File: src/rtl/icl_pkg.sv
package icl_pkg;

  // fixed field widths
  localparam int unsigned INDEX_WIDTH      = 9;
  localparam int unsigned LOAD_INDEX_WIDTH = 8;
  localparam int unsigned TOL_WIDTH        = 32;
  localparam int unsigned CFG_INDEX_WIDTH  = 1;
  localparam int unsigned CFG_DATA_WIDTH   = 32;

  // configuration register indexes
  localparam logic [CFG_INDEX_WIDTH-1:0] REG_CELL_COUNT = 1'd0;
  localparam logic [CFG_INDEX_WIDTH-1:0] REG_EDGE_TOL   = 1'd1;

  // reset values of the registers
  localparam logic [INDEX_WIDTH-1:0] CELL_COUNT_RESET = 9'd1;
  localparam logic [TOL_WIDTH-1:0]   EDGE_TOL_RESET   = 32'd1;

  // item kinds
  localparam logic KIND_LOAD  = 1'b0;
  localparam logic KIND_QUERY = 1'b1;

  // controller states
  typedef enum logic [1:0] {
    ST_IDLE,
    ST_LOOK,
    ST_EVAL,
    ST_DONE
  } icl_state_t;

  // outcome of comparing the value against one edge
  typedef struct packed {
    logic near;   // within tolerance of the edge
    logic below;  // strictly below the edge
  } icl_cmp_t;

endpackage

File: src/rtl/icl_edge_cmp.sv
module icl_edge_cmp #(
  parameter int COORD_WIDTH = 48
) (
  input  logic signed [COORD_WIDTH-1:0]      value,
  input  logic signed [COORD_WIDTH-1:0]      edge_pos,
  input  logic [icl_pkg::TOL_WIDTH-1:0]      tolerance,
  output icl_pkg::icl_cmp_t                  result
);

  localparam int CMP_WIDTH = (COORD_WIDTH + 1 > icl_pkg::TOL_WIDTH) ?
                             COORD_WIDTH + 1 : icl_pkg::TOL_WIDTH;

  logic signed [COORD_WIDTH:0] diff;
  logic [COORD_WIDTH:0]        abs_diff;

  // exact difference, one bit wider so it cannot overflow
  assign diff = {value[COORD_WIDTH-1], value} - {edge_pos[COORD_WIDTH-1], edge_pos};
  assign abs_diff = diff[COORD_WIDTH] ? -diff : diff;

  assign result.below = diff[COORD_WIDTH];
  assign result.near  = CMP_WIDTH'(abs_diff) <= CMP_WIDTH'(tolerance);

endmodule

File: config.mk
export PLATFORM = sky130hd
export DESIGN_NAME = icl_edge_cmp
export DESIGN_NICKNAME = d
export VERILOG_FILES = /design/src/rtl/icl_pkg.sv /design/src/rtl/icl_edge_cmp.sv
export SDC_FILE = /design/constraint.sdc
export NUM_CORES = 1
export LEC_CHECK = 0
export BUFFER_PORTS_ARGS = -buffer_cell sky130_fd_sc_hd__buf_2
export CORE_MARGIN = 8
export CORE_UTILIZATION = 53
export DETAILED_ROUTE_END_ITERATION = 12
export PLACE_DENSITY = 0.84
export RECOVER_POWER = 25
export SKIP_LAST_GASP = 1
export SLEW_MARGIN = 0
export SYNTH_ARGS = -nofsm -noshare
export SYNTH_HDL_FRONTEND = slang
export SYNTH_SLANG_ARGS = --single-unit
File: constraint.sdc
create_clock -name vclk -period 5.75
set_input_delay 0.2875 -clock vclk [all_inputs]
set_output_delay 0.2875 -clock vclk [all_outputs]
set_load 0.01 [all_outputs]
==> results.txt <==
----------------------------------------------------
[Synth]
  Fraction of the yosys area taken by sequential cells ... 0
  Syn_area_per_cell ... 6.43 µm²
  Simple-gate share of the synthesized area ... 0.307
  Cell count after synthesis ... 881
  Adder-cell area share of the yosys netlist ... 0.182
  Post-Syn Nets ... 1091
  Cell area after synthesis ... 0.00566 mm²
  Xor-xnor portion of the synthesized cell area ... 0.0866
  Distinct cell type count of the synthesized netlist ... 80
  Share of cell area taken by muxes after synthesis ... 0.00906
  Yosys warns ... 0
  Synth Area in Compound Gates ... 0.335
  Main combinational cell family by area after synthesis ... compound AO/OA/AOI/OAI gates

[Drt]
  Average via count per standard cell ... 5.83
  Total wire length after detailed routing ... 17400 µm
  Average detailed-routed wire length per instance ... 14.2 µm
  Violation count after the first detailed-routing iteration ... 622
  Pre-antenna DRT Iters ... 7
  Remaining number of nets flagged by the antenna check after routing ... 0
  Number of vias after detailed routing ... 7182
  DRC violations left ... 0

[GRT]
  Global-route wire length before repair ... 29400 µm
  Vias in the first global route ... 6572
  Global router's overall resource usage ... 0.232
  Pin count of the biggest net entering global routing ... 19
  Antenna violations before repair ... 0
  Gr ovfl total ... 0

[Timing]
  Post-layout minimum cycle time ... 6.11 ns
  Max Clock Freq ... 164 MHz
  Minimum setup slack in the final design ... -0.359 ns
  Relative slew slack ... 0.424
  Transition time at the pin with the least slew margin ... 0.859 ns
  Number of endpoints failing setup at the final stage ... 1
  Crit share post-route ... 1.06
  Unrepaired setup endpoints after global routing ... yes
  Hold slack ... 1.46 ns
  Hold Vio Cnt, Final ... 0
  Final Max Tran Viols ... 0

[Placement]
  Detailed Place HPWL ... 15400 µm
  Cell total after placement ... 1230
  Worst Setup Slack post-DPL ... -0.370 ns
  Count of input and output buffers ... 130
  GPL Wtd Cong ... 0.959
  Placed standard-cell area ... 0.00725 mm²

[Finish]
  Area growth syn-to-layout ... 28.3%
  Final non-filler cell total ... 1231
  Fillers ... 926
  Leading cell type in the layout, fill and taps excluded ... sky130_fd_sc_hd__buf_2
  Fraction of layout instances using a drive strength above 1 ... 0.254
  Post-layout nets ... 1307
  Count of clock-net buffers in the final layout ... 0
  Area taken by flip-flops and latches ... 0 µm²
  Top library cells by usage in the layout, fill and taps aside ... sky130_fd_sc_hd__buf_2 (130), sky130_fd_sc_hd__buf_4 (113), sky130_fd_sc_hd__inv_1 (91), sky130_fd_sc_hd__nand2_1 (91), sky130_fd_sc_hd__a21oi_1 (86)
  Number of sequential storage elements ... 0
  Finished Cell Area ... 0.00727 mm²
  Antenna fix cells ... 0

[Power and ir drop]
  Leakage ... 3.58 nW
  Total Power Consumption ... 1.03 mW
  Worst VDD drop ... 0.0604 mV
  Pwr per Cell Area ... 142 mW/mm²

[Floorplanning]
  Num ports ... 130
  FP Rows ... 37
  Placeable core region ... 0.0104 mm²
  Die area ... 0.0143 mm²
  Initial cell density of the core ... 0.546
  Die Span Y ... 119 µm
  Chip Width ... 119 µm

[Hold path]
  Worst hold-check path type ... primary input to primary output

[Setup path]
  Crit path capture type ... primary output
  Count of buffering cells on the critical path with inverters included ... 4
  Endpoint required time on the critical path ... 5.46 ns
  Slowest stage cell on the critical path ... sky130_fd_sc_hd__or4_4
  Most frequent cell on the critical path ... sky130_fd_sc_hd__or4_4
  Setup CP Type ... primary input to primary output
  Signal arrival time at the worst endpoint ... 5.82 ns
  CP Max Fanout ... 3
  Longest individual stage delay on the worst path ... 0.53 ns
  Family with the most delay on the worst path ... simple AND/OR/NAND/NOR gates
  Critical Path Start Type ... primary input

[Outcome]
  Failing checks ... negative setup slack
  Status ... complete, but fails checks

[Flow run]
  Reported max-cap violation count ... 0

[Clock tree]
  CTS Hold Buffers Added ... 0

----------------------------------------------------
[logic make-up after synthesis]
logic type | after synthesis
AO/OA/AOI/OAI | 291
XOR/XNOR | 56
adder cells (fa/ha/maj) | 82
buffers and inverters | 120
multiplexers | 5
AND/OR/NAND/NOR | 327
[worst min-delay path, stage by stage]
cell and delay [ns]:
sky130_fd_sc_hd__buf_2 0.08, sky130_fd_sc_hd__ha_1 0.20, sky130_fd_sc_hd__a2111oi_0 0.17, sky130_fd_sc_hd__nor2_1 0.11, sky130_fd_sc_hd__a311oi_1 0.06, sky130_fd_sc_hd__nand4_1 0.09
sky130_fd_sc_hd__nor4_2 0.05, sky130_fd_sc_hd__buf_2 0.13
[worst paths after layout]
kind,from,end,cells past startpoint
hold / removal,value[46],result[1],8
setup / recovery,value[0],result[1],28
[metal layers]
layer  up-vias  global-route usage  share of wire
met5         -                   0              0
met4         0              0.0281         0.0079
li1       3690                   -              -
met3        14              0.0236          0.075
met1      3191               0.335           0.49
met2       287               0.370           0.43
[synth_stat cells, drive strengths merged, types with 18 or more instances]
library cell | instances | area [µm²]
nand3 | 18 | 90.1
nor2 | 68 | 258
nor3 | 25 | 125
a21oi | 89 | 457
xnor2 | 35 | 307
nand2 | 91 | 342
clkbuf | 27 | 101
xor2 | 21 | 184
nand4 | 24 | 150
ha | 81 | 1010
inv | 91 | 342
o21ai | 60 | 300
a21o | 30 | 225
[power by group]
group	total, mW	internal [mW]	leakage (nW)	switching, mW
Combinational	1.03	0.472	3.58	0.559
Clock	0	0	0	0
Sequential	0	0	0	0
[per-stage QoR]
step	setup TNS, ns	utilization
final	-0.359	0.701
after global routing	-0.754	0.701
after CTS	-0.376	0.699
after detailed placement	-0.370	0.699
after global placement	-0.216	0.699
after floorplan	0	-
[area by class of cell]
type	instances	area, µm²	share of cell area
multi-input combinational	761	5260	0.723
timing repair buffer	243	1500	0.206
inverter	91	342	0.0470
tap	136	170	0.0234
[timing repair]
| action | in CTS | in global routing |
|---|---|---|
| gates resized for setup | 0 | 2 |
| setup buffers | 0 | 1 |
| endpoints found under the setup margin | 1 | 1 |
| pin swaps | 0 | 1 |
Note: power is estimated with default switching activity, not from simulation.
